<file path="src/rtl/fwd_pkg.sv">
// Package for the FLIC word delta decoder: phase encoding, action and status codes,
// and the result record passed from the decode core to the output stage.
// No dependencies.
`default_nettype none

package fwd_pkg;

    localparam int unsigned WidthBits = 16;
    localparam int unsigned AddrBits  = 32;

    typedef logic [1:0] t_action;
    localparam t_action ACT_NONE       = 2'd0;
    localparam t_action ACT_WRITE      = 2'd1;
    localparam t_action ACT_FILL_BYTES = 2'd2;
    localparam t_action ACT_FILL_WORDS = 2'd3;

    typedef logic [2:0] t_status;
    localparam t_status ST_OK    = 3'd0;
    localparam t_status ST_TRUNC = 3'd1;
    localparam t_status ST_ROW   = 3'd2;
    localparam t_status ST_COL   = 3'd3;
    localparam t_status ST_TAG   = 3'd4;

    typedef logic [1:0] t_tag;
    localparam t_tag TAG_PACKETS  = 2'b00;
    localparam t_tag TAG_BAD      = 2'b01;
    localparam t_tag TAG_LAST_COL = 2'b10;
    localparam t_tag TAG_ROW_SKIP = 2'b11;

    localparam logic [0:0] CFG_FRAME_WIDTH  = 1'd0;
    localparam logic [0:0] CFG_FRAME_HEIGHT = 1'd1;

    localparam logic [WidthBits-1:0] FrameWidthReset  = 16'd320;
    localparam logic [WidthBits-1:0] FrameHeightReset = 16'd200;

    typedef enum logic [10:0] {
        PH_CNT_LO  = 11'b000_0000_0001,
        PH_CNT_HI  = 11'b000_0000_0010,
        PH_OP_LO   = 11'b000_0000_0100,
        PH_OP_HI   = 11'b000_0000_1000,
        PH_SKIP    = 11'b000_0001_0000,
        PH_COUNT   = 11'b000_0010_0000,
        PH_LIT     = 11'b000_0100_0000,
        PH_FILL_LO = 11'b000_1000_0000,
        PH_FILL_HI = 11'b001_0000_0000,
        PH_DONE    = 11'b010_0000_0000,
        PH_ERR     = 11'b100_0000_0000
    } t_phase;

    typedef struct packed {
        logic                  has_result;
        t_action               action;
        logic [AddrBits-1:0]   address;
        logic [8:0]            run_length;
        logic [7:0]            low_byte;
        logic [7:0]            high_byte;
        logic                  chunk_end;
        t_status               status;
    } t_result;

endpackage

`default_nettype wire

</file>
<file path="src/rtl/fwd_in_if.sv">
// Input channel of the FLIC word delta decoder: one payload byte per transfer.
// Depends on nothing.
`default_nettype none

interface fwd_in_if;
    logic       valid;
    logic       ready;
    logic [7:0] payload_byte;
    logic       chunk_last;

    modport source (output valid, output payload_byte, output chunk_last, input ready);
    modport sink   (input valid, input payload_byte, input chunk_last, output ready);
endinterface

`default_nettype wire

</file>
<file path="src/rtl/fwd_out_if.sv">
// Output channel of the FLIC word delta decoder: one framebuffer command per transfer.
// Depends on nothing.
`default_nettype none

interface fwd_out_if;
    logic        valid;
    logic        ready;
    logic [1:0]  action;
    logic [31:0] address;
    logic [8:0]  run_length;
    logic [7:0]  low_byte;
    logic [7:0]  high_byte;
    logic        chunk_end;
    logic [2:0]  status;

    modport source (output valid, output action, output address, output run_length,
                    output low_byte, output high_byte, output chunk_end, output status,
                    input ready);
    modport sink   (input valid, input action, input address, input run_length,
                    input low_byte, input high_byte, input chunk_end, input status,
                    output ready);
endinterface

`default_nettype wire

</file>
<file path="src/rtl/fwd_core.sv">
// Decode core of the FLIC word delta decoder: chunk parse state and per-byte decode.
// Depends on fwd_pkg.
`default_nettype none

module fwd_core (
    input  wire logic                              i_clk,
    input  wire logic                              i_rst_n,
    input  wire logic                              i_fire,
    input  wire logic [7:0]                        i_byte,
    input  wire logic                              i_last,
    input  wire logic [fwd_pkg::WidthBits-1:0]     i_frame_width,
    input  wire logic [fwd_pkg::WidthBits-1:0]     i_frame_height,
    output fwd_pkg::t_result                       o_result
);

    fwd_pkg::t_phase   r_phase, n_phase;
    logic [15:0]       r_lines_left, n_lines_left;
    logic [16:0]       r_row, n_row;
    logic [16:0]       r_column, n_column;
    logic [13:0]       r_packets_left, n_packets_left;
    logic [7:0]        r_held_byte, n_held_byte;
    logic [7:0]        r_signed_count, n_signed_count;
    logic [7:0]        r_literal_left, n_literal_left;
    fwd_pkg::t_status  r_error_code, n_error_code;

    logic [15:0]       op_word;
    fwd_pkg::t_tag     op_tag;
    logic [16:0]       row_inc;
    logic [15:0]       lines_dec;
    logic [13:0]       packets_dec;
    fwd_pkg::t_phase   line_phase;
    logic [17:0]       skip_row;
    logic [17:0]       skip_col;
    logic [8:0]        run_bytes;
    logic [17:0]       run_end;
    logic [8:0]        fill_words;
    logic [8:0]        fill_bytes;
    logic              row_bad;
    logic              use_last_col;
    logic [32:0]       row_base;
    logic [16:0]       col_term;
    logic [31:0]       here_addr;
    logic              emit;
    fwd_pkg::t_action  emit_action;
    logic [8:0]        emit_run;
    logic [7:0]        emit_low;
    logic [7:0]        emit_high;

    assign op_word     = {i_byte, r_held_byte};
    assign op_tag      = op_word[15:14];
    assign row_inc     = r_row + 17'd1;
    assign lines_dec   = r_lines_left - 16'd1;
    assign packets_dec = r_packets_left - 14'd1;
    assign line_phase  = (lines_dec != 16'd0) ? fwd_pkg::PH_OP_LO : fwd_pkg::PH_DONE;
    assign skip_row    = {1'b0, r_row} + (18'h10000 - {2'b00, op_word});
    assign skip_col    = {1'b0, r_column} + {10'd0, i_byte};
    assign run_bytes   = i_byte[7] ? 9'(10'h200 - {1'b0, i_byte, 1'b0})
                                   : {1'b0, i_byte[6:0], 1'b0};
    assign run_end     = {1'b0, r_column} + {9'd0, run_bytes};
    assign fill_words  = 9'h100 - {1'b0, r_signed_count};
    assign fill_bytes  = {fill_words[7:0], 1'b0};
    assign row_bad     = r_row >= {1'b0, i_frame_height};

    // Address: row * pitch + column, or the last column for a tagged store.
    assign use_last_col = (r_phase == fwd_pkg::PH_OP_HI);
    assign row_base     = 33'(r_row) * 33'(i_frame_width);
    assign col_term     = use_last_col ? {1'b0, i_frame_width - 16'd1} : r_column;
    assign here_addr    = 32'(row_base + {16'd0, col_term});

    always_comb begin
        n_phase        = r_phase;
        n_lines_left   = r_lines_left;
        n_row          = r_row;
        n_column       = r_column;
        n_packets_left = r_packets_left;
        n_held_byte    = r_held_byte;
        n_signed_count = r_signed_count;
        n_literal_left = r_literal_left;
        n_error_code   = r_error_code;
        emit           = 1'b0;
        emit_action    = fwd_pkg::ACT_NONE;
        emit_run       = 9'd0;
        emit_low       = 8'd0;
        emit_high      = 8'd0;

        unique case (r_phase)
            fwd_pkg::PH_CNT_LO: begin
                n_held_byte = i_byte;
                n_phase     = fwd_pkg::PH_CNT_HI;
            end
            fwd_pkg::PH_CNT_HI: begin
                n_lines_left = op_word;
                n_phase      = (op_word != 16'd0) ? fwd_pkg::PH_OP_LO : fwd_pkg::PH_DONE;
            end
            fwd_pkg::PH_OP_LO: begin
                n_held_byte = i_byte;
                n_phase     = fwd_pkg::PH_OP_HI;
            end
            fwd_pkg::PH_OP_HI: begin
                unique case (op_tag)
                    fwd_pkg::TAG_PACKETS: begin
                        if (row_bad) begin
                            n_error_code = fwd_pkg::ST_ROW;
                            n_phase      = fwd_pkg::PH_ERR;
                        end else begin
                            n_packets_left = op_word[13:0];
                            n_column       = 17'd0;
                            if (op_word[13:0] == 14'd0) begin
                                n_row        = row_inc;
                                n_lines_left = lines_dec;
                                n_phase      = line_phase;
                            end else begin
                                n_phase = fwd_pkg::PH_SKIP;
                            end
                        end
                    end
                    fwd_pkg::TAG_ROW_SKIP: begin
                        n_row = skip_row[16:0];
                        if (skip_row > {2'b00, i_frame_height}) begin
                            n_error_code = fwd_pkg::ST_ROW;
                            n_phase      = fwd_pkg::PH_ERR;
                        end else begin
                            n_phase = fwd_pkg::PH_OP_LO;
                        end
                    end
                    fwd_pkg::TAG_LAST_COL: begin
                        if (row_bad) begin
                            n_error_code = fwd_pkg::ST_ROW;
                            n_phase      = fwd_pkg::PH_ERR;
                        end else if (i_frame_width == 16'd0) begin
                            n_error_code = fwd_pkg::ST_COL;
                            n_phase      = fwd_pkg::PH_ERR;
                        end else begin
                            emit        = 1'b1;
                            emit_action = fwd_pkg::ACT_WRITE;
                            emit_run    = 9'd1;
                            emit_low    = r_held_byte;
                            n_phase     = fwd_pkg::PH_OP_LO;
                        end
                    end
                    fwd_pkg::TAG_BAD: begin
                        n_error_code = fwd_pkg::ST_TAG;
                        n_phase      = fwd_pkg::PH_ERR;
                    end
                    default: begin
                        n_phase = r_phase;
                    end
                endcase
            end
            fwd_pkg::PH_SKIP: begin
                n_column = skip_col[16:0];
                if (skip_col > {2'b00, i_frame_width}) begin
                    n_error_code = fwd_pkg::ST_COL;
                    n_phase      = fwd_pkg::PH_ERR;
                end else begin
                    n_phase = fwd_pkg::PH_COUNT;
                end
            end
            fwd_pkg::PH_COUNT: begin
                n_signed_count = i_byte;
                if (i_byte == 8'd0) begin
                    n_packets_left = packets_dec;
                    if (packets_dec == 14'd0) begin
                        n_row        = row_inc;
                        n_lines_left = lines_dec;
                        n_phase      = line_phase;
                    end else begin
                        n_phase = fwd_pkg::PH_SKIP;
                    end
                end else if ((r_column <= {1'b0, i_frame_width})
                             && (run_end > {2'b00, i_frame_width})) begin
                    // room is width minus column, taken modulo 2^32
                    n_error_code = fwd_pkg::ST_COL;
                    n_phase      = fwd_pkg::PH_ERR;
                end else if (!i_byte[7]) begin
                    n_literal_left = run_bytes[7:0];
                    n_phase        = fwd_pkg::PH_LIT;
                end else begin
                    n_phase = fwd_pkg::PH_FILL_LO;
                end
            end
            fwd_pkg::PH_LIT: begin
                emit           = 1'b1;
                emit_action    = fwd_pkg::ACT_WRITE;
                emit_run       = 9'd1;
                emit_low       = i_byte;
                n_column       = r_column + 17'd1;
                n_literal_left = r_literal_left - 8'd1;
                if (r_literal_left == 8'd1) begin
                    n_packets_left = packets_dec;
                    if (packets_dec == 14'd0) begin
                        n_row        = row_inc;
                        n_lines_left = lines_dec;
                        n_phase      = line_phase;
                    end else begin
                        n_phase = fwd_pkg::PH_SKIP;
                    end
                end
            end
            fwd_pkg::PH_FILL_LO: begin
                n_held_byte = i_byte;
                n_phase     = fwd_pkg::PH_FILL_HI;
            end
            fwd_pkg::PH_FILL_HI: begin
                emit      = 1'b1;
                emit_low  = r_held_byte;
                emit_high = i_byte;
                if (r_held_byte == i_byte) begin
                    emit_action = fwd_pkg::ACT_FILL_BYTES;
                    emit_run    = fill_bytes;
                end else begin
                    emit_action = fwd_pkg::ACT_FILL_WORDS;
                    emit_run    = fill_words;
                end
                n_column       = r_column + {8'd0, fill_bytes};
                n_packets_left = packets_dec;
                if (packets_dec == 14'd0) begin
                    n_row        = row_inc;
                    n_lines_left = lines_dec;
                    n_phase      = line_phase;
                end else begin
                    n_phase = fwd_pkg::PH_SKIP;
                end
            end
            fwd_pkg::PH_DONE, fwd_pkg::PH_ERR: begin
                n_phase = r_phase;
            end
            default: begin
                n_phase = r_phase;
            end
        endcase
    end

    always_comb begin
        o_result            = '0;
        o_result.has_result = emit || i_last;
        if (emit) begin
            o_result.action     = emit_action;
            o_result.address    = here_addr;
            o_result.run_length = emit_run;
            o_result.low_byte   = emit_low;
            o_result.high_byte  = emit_high;
        end
        if (i_last) begin
            o_result.chunk_end = 1'b1;
            if (n_error_code != fwd_pkg::ST_OK) begin
                o_result.status = n_error_code;
            end else if (n_phase == fwd_pkg::PH_DONE) begin
                o_result.status = fwd_pkg::ST_OK;
            end else begin
                o_result.status = fwd_pkg::ST_TRUNC;
            end
        end
    end

    always_ff @(posedge i_clk) begin
        if (!i_rst_n || (i_fire && i_last)) begin
            r_phase        <= fwd_pkg::PH_CNT_LO;
            r_lines_left   <= '0;
            r_row          <= '0;
            r_column       <= '0;
            r_packets_left <= '0;
            r_held_byte    <= '0;
            r_signed_count <= '0;
            r_literal_left <= '0;
            r_error_code   <= fwd_pkg::ST_OK;
        end else if (i_fire) begin
            r_phase        <= n_phase;
            r_lines_left   <= n_lines_left;
            r_row          <= n_row;
            r_column       <= n_column;
            r_packets_left <= n_packets_left;
            r_held_byte    <= n_held_byte;
            r_signed_count <= n_signed_count;
            r_literal_left <= n_literal_left;
            r_error_code   <= n_error_code;
        end
    end

    ap_err_no_emit: assert property (@(posedge i_clk) disable iff (!i_rst_n)
        (r_phase == fwd_pkg::PH_ERR || r_phase == fwd_pkg::PH_DONE) |-> !emit)
        else $error("write decoded after error or end of lines");

    ap_err_latched: assert property (@(posedge i_clk) disable iff (!i_rst_n)
        (r_phase == fwd_pkg::PH_ERR) |-> (r_error_code != fwd_pkg::ST_OK))
        else $error("error phase without error code");

    ap_col_bound: assert property (@(posedge i_clk) disable iff (!i_rst_n)
        (r_phase == fwd_pkg::PH_COUNT || r_phase == fwd_pkg::PH_LIT)
            |-> (r_column <= {1'b0, i_frame_width}))
        else $error("column beyond frame width");

endmodule

`default_nettype wire

</file>
<file path="src/rtl/flic_word_delta_decoder_unit.sv">
// Top level of the FLIC word delta decoder: input register, configuration registers,
// result register. Depends on fwd_pkg, fwd_in_if, fwd_out_if and fwd_core.
`default_nettype none

// Decodes a word-oriented (SS2 style) delta chunk streamed one payload byte per
// transfer into framebuffer write commands (byte write, byte fill, word fill) at
// address row * frame_width + column. One byte is taken every cycle unless a held result
// stalls the output; the command for a byte comes out through the input register, then the result
// register. The per-byte path is one 17x16 row-times-pitch multiply plus the column
// add. Every byte with chunk_last produces a result with chunk_end set and the chunk
// status; after a bounds or tag error no further writes come out until chunk end.
// The user must write frame_width and frame_height through the configuration port only
// while no transfer is in flight; the block itself does not enforce this.
module flic_word_delta_decoder_unit (
    input  wire logic                          i_clk,
    input  wire logic                          i_rst_n,
    input  wire logic                          i_cfg_we,
    input  wire logic [0:0]                    i_cfg_index,
    input  wire logic [fwd_pkg::WidthBits-1:0] i_cfg_data,
    fwd_in_if.sink                             i_data,
    fwd_out_if.source                          o_result
);

    logic [fwd_pkg::WidthBits-1:0] r_frame_width;
    logic [fwd_pkg::WidthBits-1:0] r_frame_height;

    logic             r_in_valid;
    logic [7:0]       r_in_byte;
    logic             r_in_last;
    logic             r_out_valid;
    fwd_pkg::t_result r_out;
    fwd_pkg::t_result core_result;
    logic             fire;

    assign fire         = r_in_valid && (!r_out_valid || o_result.ready);
    assign i_data.ready = !r_in_valid || fire;

    always_ff @(posedge i_clk) begin
        if (!i_rst_n) begin
            r_frame_width  <= fwd_pkg::FrameWidthReset;
            r_frame_height <= fwd_pkg::FrameHeightReset;
        end else if (i_cfg_we) begin
            unique case (i_cfg_index)
                fwd_pkg::CFG_FRAME_WIDTH:  r_frame_width  <= i_cfg_data;
                fwd_pkg::CFG_FRAME_HEIGHT: r_frame_height <= i_cfg_data;
                default: r_frame_width <= r_frame_width;
            endcase
        end
    end

    always_ff @(posedge i_clk) begin
        if (!i_rst_n) begin
            r_in_valid <= 1'b0;
        end else if (i_data.valid && i_data.ready) begin
            r_in_valid <= 1'b1;
        end else if (fire) begin
            r_in_valid <= 1'b0;
        end
    end

    always_ff @(posedge i_clk) begin
        if (i_data.valid && i_data.ready) begin
            r_in_byte <= i_data.payload_byte;
            r_in_last <= i_data.chunk_last;
        end
    end

    fwd_core u_core (
        .i_clk          (i_clk),
        .i_rst_n        (i_rst_n),
        .i_fire         (fire),
        .i_byte         (r_in_byte),
        .i_last         (r_in_last),
        .i_frame_width  (r_frame_width),
        .i_frame_height (r_frame_height),
        .o_result       (core_result)
    );

    always_ff @(posedge i_clk) begin
        if (!i_rst_n) begin
            r_out_valid <= 1'b0;
        end else if (fire && core_result.has_result) begin
            r_out_valid <= 1'b1;
        end else if (o_result.ready) begin
            r_out_valid <= 1'b0;
        end
    end

    always_ff @(posedge i_clk) begin
        if (fire && core_result.has_result) begin
            r_out <= core_result;
        end
    end

    assign o_result.valid      = r_out_valid;
    assign o_result.action     = r_out.action;
    assign o_result.address    = r_out.address;
    assign o_result.run_length = r_out.run_length;
    assign o_result.low_byte   = r_out.low_byte;
    assign o_result.high_byte  = r_out.high_byte;
    assign o_result.chunk_end  = r_out.chunk_end;
    assign o_result.status     = r_out.status;

    ap_status_at_end: assert property (@(posedge i_clk) disable iff (!i_rst_n)
        (o_result.valid && (o_result.status != fwd_pkg::ST_OK)) |-> o_result.chunk_end)
        else $error("nonzero status outside chunk end");

    ap_none_is_end: assert property (@(posedge i_clk) disable iff (!i_rst_n)
        (o_result.valid && (o_result.action == fwd_pkg::ACT_NONE))
            |-> (o_result.chunk_end && o_result.address == 32'd0
                 && o_result.run_length == 9'd0))
        else $error("empty command that is not a chunk end");

    ap_fill_bytes_equal: assert property (@(posedge i_clk) disable iff (!i_rst_n)
        (o_result.valid && (o_result.action == fwd_pkg::ACT_FILL_BYTES))
            |-> (o_result.low_byte == o_result.high_byte))
        else $error("byte fill with unequal bytes");

    ap_stall_cause: assert property (@(posedge i_clk) disable iff (!i_rst_n)
        !i_data.ready |-> (r_in_valid && o_result.valid && !o_result.ready))
        else $error("input stalled without a blocked result");

endmodule

`default_nettype wire

</file>
<file path="src/flat_wrapper.sv">
// flat-port wrapper written by rule: the top's interface ports become plain ports
module flic_word_delta_decoder_unit_flat 
  (i_clk, i_rst_n, i_cfg_we, i_cfg_index, i_cfg_data, i_data_valid, i_data_payload_byte, i_data_chunk_last, i_data_ready, o_result_valid, o_result_action, o_result_address, o_result_run_length, o_result_low_byte, o_result_high_byte, o_result_chunk_end, o_result_status, o_result_ready);
  fwd_in_if i_data_i ();
  fwd_out_if o_result_i ();
  input  wire logic i_clk;
  input  wire logic i_rst_n;
  input  wire logic i_cfg_we;
  input  wire logic [0:0] i_cfg_index;
  input  wire logic [fwd_pkg::WidthBits-1:0] i_cfg_data;
  input wire logic [$bits(i_data_i.valid)-1:0] i_data_valid;
  input wire logic [$bits(i_data_i.payload_byte)-1:0] i_data_payload_byte;
  input wire logic [$bits(i_data_i.chunk_last)-1:0] i_data_chunk_last;
  output wire logic [$bits(i_data_i.ready)-1:0] i_data_ready;
  output wire logic [$bits(o_result_i.valid)-1:0] o_result_valid;
  output wire logic [$bits(o_result_i.action)-1:0] o_result_action;
  output wire logic [$bits(o_result_i.address)-1:0] o_result_address;
  output wire logic [$bits(o_result_i.run_length)-1:0] o_result_run_length;
  output wire logic [$bits(o_result_i.low_byte)-1:0] o_result_low_byte;
  output wire logic [$bits(o_result_i.high_byte)-1:0] o_result_high_byte;
  output wire logic [$bits(o_result_i.chunk_end)-1:0] o_result_chunk_end;
  output wire logic [$bits(o_result_i.status)-1:0] o_result_status;
  input wire logic [$bits(o_result_i.ready)-1:0] o_result_ready;
  assign i_data_i.valid = i_data_valid;
  assign i_data_i.payload_byte = i_data_payload_byte;
  assign i_data_i.chunk_last = i_data_chunk_last;
  assign i_data_ready = i_data_i.ready;
  assign o_result_valid = o_result_i.valid;
  assign o_result_action = o_result_i.action;
  assign o_result_address = o_result_i.address;
  assign o_result_run_length = o_result_i.run_length;
  assign o_result_low_byte = o_result_i.low_byte;
  assign o_result_high_byte = o_result_i.high_byte;
  assign o_result_chunk_end = o_result_i.chunk_end;
  assign o_result_status = o_result_i.status;
  assign o_result_i.ready = o_result_ready;
  flic_word_delta_decoder_unit u_core (.i_clk(i_clk), .i_rst_n(i_rst_n), .i_cfg_we(i_cfg_we), .i_cfg_index(i_cfg_index), .i_cfg_data(i_cfg_data), .i_data(i_data_i), .o_result(o_result_i));
endmodule
</file>
<file path="config.mk">
export PLATFORM = sky130hd
export DESIGN_NAME = flic_word_delta_decoder_unit_flat
export DESIGN_NICKNAME = d
export VERILOG_FILES = /design/src/rtl/fwd_pkg.sv /design/src/rtl/fwd_in_if.sv /design/src/rtl/fwd_out_if.sv /design/src/rtl/fwd_core.sv /design/src/rtl/flic_word_delta_decoder_unit.sv /design/src/flat_wrapper.sv
export SDC_FILE = /design/constraint.sdc
export NUM_CORES = 1
export LEC_CHECK = 0
export BUFFER_PORTS_ARGS = -buffer_cell sky130_fd_sc_hd__buf_2
export CORE_UTILIZATION = 63
export DETAILED_ROUTE_END_ITERATION = 10
export PLACE_DENSITY = 0.85
export RECOVER_POWER = 50
export SYNTH_ARGS = -nofsm -noshare
export SYNTH_HDL_FRONTEND = slang
export SYNTH_SLANG_ARGS = --single-unit
</file>
<file path="constraint.sdc">
create_clock -name i_clk -period 7.6 [get_ports i_clk]
set_clock_uncertainty 0.15 [all_clocks]
set_input_delay 1.52 -clock i_clk [delete_from_list [all_inputs] [get_ports i_clk]]
set_output_delay 1.52 -clock i_clk [all_outputs]
set_load 0.02 [all_outputs]
</file>
==> results by group, run 1 <==
Pwr
  – Pwr/cell area: 112 nW/um^2
  – Reg power frac: 0.415
  – Internal cell power: 2.11 mW
  – Switching share of power: 0.283
  – Design Power: 2.95 mW
  – LEAKAGE: 11.4 nW
  – Peak supply drop: 0.000139 V
  – Sw power: 0.835 mW
  – Comb pwr share: 0.132
  – Clk pwr share: 0.453

Yosys
  – Post-synth EDFFs: 72
  – Synth top cells by count: nand2_1 (396), inv_1 (342), ha_1 (250)
  – Largest area contributor in the netlist: fa_1
  – Area contributors post-synth: fa_1 (19%), ha_1 (13%), dfxtp_1 (11%)
  – YS warnings: 0
  – Fraction of registers with async set/reset: 0
  – Synth Instances: 2982
  – Syn_nets: 3491
  – Flops & latches, synth: 208
  – Post-synth top flop: dfxtp_1
  – Seq/Total Area, Yosys: 0.199
  – Cell Area, Synth: 24500 um^2
  – Library cells used by synthesis: 91
  – Share of the synthesized area in the top cell type: 0.186
  – Avg Synthesized Cell Area: 8.23 um^2
  – Count leader, synth: nand2_1

Status
  – Failing checks: max-capacitance violations, max-slew violations
  – Status: finished, violations left

Clock tree
  – CTS clk-pin slew, worst paths: 0.06 ns
  – Sink Count: 208
  – Total number of H-tree levels: 1
  – CTS buffer count: 26
  – Root Driver: clkbuf_16
  – Clock buffer depth: 3
  – Worst skew pair latency: 0.57 ns
  – CTS tree: done

Global route
  – First-pass GRT wire length: 114 mm
  – Grt total ovfl: 0
  – Initial antenna violation count: 1
  – Total track usage: 0.365
  – Vias in the first global route: 22100
  – Largest net degree at the start of global routing: 96

Critical path
  – CP Launch Type: flip-flop
  – Reg2reg path depth: 25
  – Required time of the critical path: 7.74 ns
  – Worst Path Max Fanout: 20
  – R2R Path End: u_core.o_result.address[31]
  – CP max stage cell: dfxtp_1
  – R2r setup slk: 0.37 ns
  – Setup crit end kind: flip-flop
  – Worst r2r src: u_core.r_frame_width[2]
  – Max incr delay on CP: 0.95 ns
  – Critical path arrival: 7.37 ns
  – Crit path kind: flip-flop to flip-flop
  – Cell mode on critical path: fa_1

Die
  – I/O Pins: 96
  – Die Ht: 199 um
  – Die ar.: 39700 um^2
  – Starting Density: 0.645
  – Core Region: 38000 um^2
  – Rows: 71
  – DIE WIDTH: 199 um

Drt
  – Drt initial violations: 2495
  – Total Routed Length: 71.1 mm
  – Routed Antenna Nets: 0
  – DRC: 0
  – Drt pass-1 iters: 6
  – Vias: 22200
  – WL/cell: 20.2 um
  – DR vias/cell: 6.31

Final layout
  – Layout Cells excl Fill: 3526
  – Fin nets: 3504
  – Post-route cell area: 26200 um^2
  – Ratio of cells with drive above 1 in the final layout: 0.0564
  – Fillers: 3065
  – Area grow syn2layout: 7.00%
  – ANT cells: 0

Hold path
  – Worst Hold Depth: 2
  – Hold_sp: u_core.r_frame_height[8]
  – WHS Endpoint: u_core.r_frame_height[8]
  – HP Class: flip-flop to flip-flop

STA
  – Period utilisation layout: 0.952
  – Finish-stage setup viols: 0
  – Unrepaired setup endpoints after global routing: false
  – Setup tns final: 0 ns
  – Slew Limit Fails: 96
  – Worst Tran Pin Value: 4.91 ns
  – Fmax: 138 MHz
  – Slew headroom: -2.28
  – Tmin final: 7.23 ns
  – PnR worst setup slack: 0.368 ns
  – Final Hold Fails: 0

Placement
  – PortBufs: 95
  – Pre-CTS setup slack: 0.391 ns
  – HPWL Detailed: 53.9 mm
  – Cells after DPL: 3478
  – Routability-driven placement congestion ratio: 1.01
  – Area after DPL: 25400 um^2

Run
  – MaxCap Viol Count: 1
-- what timing repair did --
| item | CTS | global route |
|---|---|---|
| endpoints found under the setup margin | 0 | 4 |
| endpoints found under the hold margin | 0 | 0 |
| hold buffers | 0 | 0 |
| setup buffers | 0 | 0 |
| gates resized for setup | 0 | 2 |
-- power by group through the flow --
stage / Combinational [mW] / Sequential, mW / Clock, mW
6_report: 0.390 / 1.22 / 1.34
5_1_grt: 0.426 / 1.23 / 1.39
4_1_cts: 0.382 / 1.22 / 1.35
3_5_place_dp: 0.380 / 1.24 / 0
3_3_place_gp: 0.370 / 1.24 / 0
2_1_floorplan: 0.269 / 1.23 / 0
-- placed cells by master (no fill, tap or decap), drive strengths merged, types with 50 or more instances in the layout --
cell type | synthesis | final
ha | 250 | 250
nand2 | 396 | 396
xnor2 | 84 | 84
buf | 28 | 81
a21oi | 198 | 198
fa | 228 | 228
edfxtp | 72 | 72
inv | 343 | 345
dfxtp | 136 | 136
and2 | 94 | 94
clkbuf | 140 | 104
o21ai | 147 | 147
nor2 | 250 | 250
nand3 | 50 | 50
-- final cells by class --
type	instances	area (um^2)	share of cell area
sequential	208	4880	0.186
tap	511	639	0.0244
multi-input combinational	2263	17700	0.674
clock inverter	16	206	0.00787
clock buffer	32	707	0.0269
inverter	343	1290	0.0491
timing repair buffer	153	826	0.0315
-- flip-flops by register name, summed over array words and instances (netlist names), 9 cells and up --
signal,cells
u_core.u_core.r_lines_left,16
u_core.r_frame_width,16
u_core.u_core.r_row,17
u_core.r_frame_height,16
u_core.u_core.r_phase,11
u_core.o_result.address,32
u_core.o_result.run_length,9
u_core.u_core.r_column,17
u_core.u_core.r_packets_left,14
-- how the worst max path moves through the flow --
| stage | startpoint | to | cells past startpoint | slack, ns |
|---|---|---|---|---|
| floorplan | u_core.u_core.r_row[7] | u_core.o_result.address[31] | 23 | 0.85 |
| global placement | u_core.u_core.r_phase[9] | u_core.o_result.address[31] | 26 | 0.63 |
| detailed placement | u_core.u_core.r_phase[9] | u_core.o_result.address[26] | 25 | 0.39 |
| CTS | u_core.u_core.r_phase[9] | u_core.o_result.address[26] | 25 | 0.39 |
| global route | u_core.u_core.r_phase[0] | u_core.o_result.address[26] | 21 | 0.05 |
| finish | u_core.r_frame_width[2] | u_core.o_result.address[31] | 25 | 0.37 |
-- routing by layer --
| metal | GRT usage | vias to the layer above | share of wire |
|---|---|---|---|
| li1 | - | 10100 | - |
| met1 | 0.480 | 10600 | 0.39 |
| met2 | 0.587 | 1288 | 0.46 |
| met3 | 0.0589 | 255 | 0.10 |
| met4 | 0.179 | 0 | 0.052 |
| met5 | 0 | - | 0 |
-- worst max-delay path, delay by kind of cell (launching register included) --
kind                       cells  cell delay (ns)
buffers and inverters          4             0.79
AOI/OAI and AO/OA              8             1.56
adders and majority gates      5             2.35
and+or+nand+nor                6             0.83
xor gates and xnor gates       2             0.33
DFF                            1             0.95
-- metrics by stage --
step                 util  hold slack (ns)
finish              0.690            0.321
global route        0.690            0.340
CTS                 0.693            0.313
detailed placement  0.669            0.304
global placement    0.669            0.283
floorplan               -            0.277
-- cells by family after synthesis --
logic type | count (synthesis) | share of synthesized area
compound gates | 608 | 0.154
xor+xnor | 120 | 0.0428
fa+ha+maj | 478 | 0.314
buf+inv | 511 | 0.0803
flops | 208 | 0.199
mux | 18 | 0.00734
simple gates | 1039 | 0.203
Note: power is estimated with default switching activity, not from simulation.
==> inputs of run 2 (changes only) <==
Settings changed: CORE_UTILIZATION 63 to 58, PLACE_DENSITY 0.85 to 0.82.
Clock period 7.6 ns to 6.15 ns, I/O delays scaled along.
==> results by group, run 2 (synthesis results as in run 1) <==
Status
  – Status: finished, violations left
  – Failing checks: max-capacitance violations, max-slew violations, negative setup slack

Final layout
  – Commonest non-fill, non-tap cell in the layout: nand2_1
  – Area grow syn2layout: 15.9%
  – Seq. cell area: 4950 um^2
  – Fillers: 3098
  – Most frequent cells in the layout: nand2_1 (387), inv_1 (323), nor2_1 (240)
  – Max reg flops: 32
  – ANT cells: 0
  – Multi-input logic area: 18300 um^2
  – Ratio of cells with drive above 1 in the final layout: 0.152
  – Fin nets: 3687

Critical path
  – Cell mode on critical path: buf_4
  – Worst Path Max Fanout: 9
  – CP Launch Type: flip-flop
  – Top delay family on crit path: adder cells
  – Critical path arrival: 6.78 ns
  – CP max stage cell: fa_1
  – Setup crit end kind: flip-flop
  – Crit path kind: flip-flop to flip-flop
  – Max incr delay on CP: 0.59 ns
  – Required time of the critical path: 6.30 ns
  – WP buf/inv: 10
  – Worst r2r src: u_core.r_frame_width[1]
  – Critical path startpoint: u_core.r_frame_width[1]

STA
  – Worst Tran Pin Value: 1.56 ns
  – Period utilisation layout: 1.08
  – Slew Limit Fails: 104
  – PnR worst setup slack: -0.485 ns
  – Fmax: 151 MHz
  – Final Hold Fails: 0
  – Unrepaired setup endpoints after global routing: true
  – Slew headroom: -0.0371
  – Tmin final: 6.64 ns
  – Hold Slack: 0.301 ns
  – Finish-stage setup viols: 18

Clock tree
  – CTS buffer count: 26
  – Sink Count: 208
  – CTS tree: done
  – Total number of H-tree levels: 1
  – Worst skew pair latency: 0.58 ns
  – Hold-fix buffers, CTS: 0
  – CTS clk-pin slew, worst paths: 0.06 ns
  – Clock buffer depth: 3
  – Root Driver: clkbuf_16

Pwr
  – Design Power: 3.65 mW
  – Peak supply drop: 0.000165 V
  – Pwr/cell area: 128 nW/um^2
  – LEAKAGE: 12.4 nW

Placement
  – Routability-driven placement congestion ratio: 0.974
  – HPWL Detailed: 56.8 mm
  – PortBufs: 95

Drt
  – Drt pass-1 iters: 7
  – Routed Antenna Nets: 0
  – WL/cell: 21.4 um
  – Total Routed Length: 79.9 mm
  – Vias: 23500
  – DR vias/cell: 6.31
  – DRC: 0
  – Drt initial violations: 2473

Die
  – DIE WIDTH: 208 um
  – Core Region: 41300 um^2
  – I/O Pins: 96
  – Rows: 74
  – Starting Density: 0.594
  – Die ar.: 43100 um^2
  – Die Ht: 208 um

Global route
  – Total track usage: 0.352
  – Initial antenna violation count: 0
  – First-pass GRT wire length: 122 mm
  – Grt total ovfl: 0
  – Vias in the first global route: 23200
  – Largest net degree at the start of global routing: 67

Hold path
  – Hold_sp: u_core.u_core.r_error_code[1]
  – HP Class: flip-flop to flip-flop

Run
  – MaxCap Viol Count: 2
==> run 2: cell type report <==
class                           count  share of cell area
Inverter                          343              0.0453
Clock buffer                       30              0.0245
Clock inverter                     17             0.00563
Multi-Input combinational cell   2263               0.645
Timing Repair Buffer              336              0.0825
Sequential cell                   208               0.174
Tap cell                          532              0.0234
==> run 2: report_power, final <==
group	leakage [nW]	switching, mW	total (mW)	internal, mW
Combinational	10.2	0.365	0.577	0.212
Clock	0.421	0.686	1.58	0.898
Sequential	1.77	0.0347	1.48	1.45
Total	12.4	1.09	3.65	2.56
==> run 2: metrics by stage <==
stage	worst slack (ns)	utilization	instance area, um^2	std cells	setup TNS [ns]
4_1_cts	-0.119	0.681	28100	3714	-0.602
3_5_place_dp	-0.437	0.646	26700	3643	-3.48
5_1_grt	-0.492	0.689	28400	3729	-6.30
6_report	-0.485	0.689	28400	3729	-4.81
2_1_floorplan	-0.124	-	24800	2982	-0.124
3_3_place_gp	-0.188	0.646	26700	3643	-1.44
==> run 2: worst paths after layout <==
kind	endpoint	slack [ns]	cells after the start
worst min register to register	u_core.u_core.r_error_code[1]	0.30	2
worst min-delay path	u_core.u_core.r_error_code[1]	0.30	2
worst max register to register	u_core.o_result.address[15]	-0.49	28
worst max-delay path	u_core.o_result.address[15]	-0.49	28
==> run 2: metal layers <==
metal	routed length, um	share of wire	global-route usage
met1	30000	0.38	0.439
met2	37200	0.47	0.583
met3	7390	0.093	0.0557
met4	5260	0.066	0.196
met5	0	0	0
==> run 2: repair_timing <==
item                       in CTS  in global routing
setup endpoints to repair      14                 20
pin swaps                      61                 50
buffers inserted               23                 16
hold endpoints to repair        0                  0
resized for setup             108                 83
gates cloned                    1                  0
==> run 2: worst reg2reg max path, delay by kind of cell, from the launching register on <==
kind            cells  cell delay, ns
fa+ha+maj           6            2.62
buf+inv            10            1.24
compound gates      6            0.90
simple gates        5            0.65
flops               1            0.49
xor+xnor            1            0.32
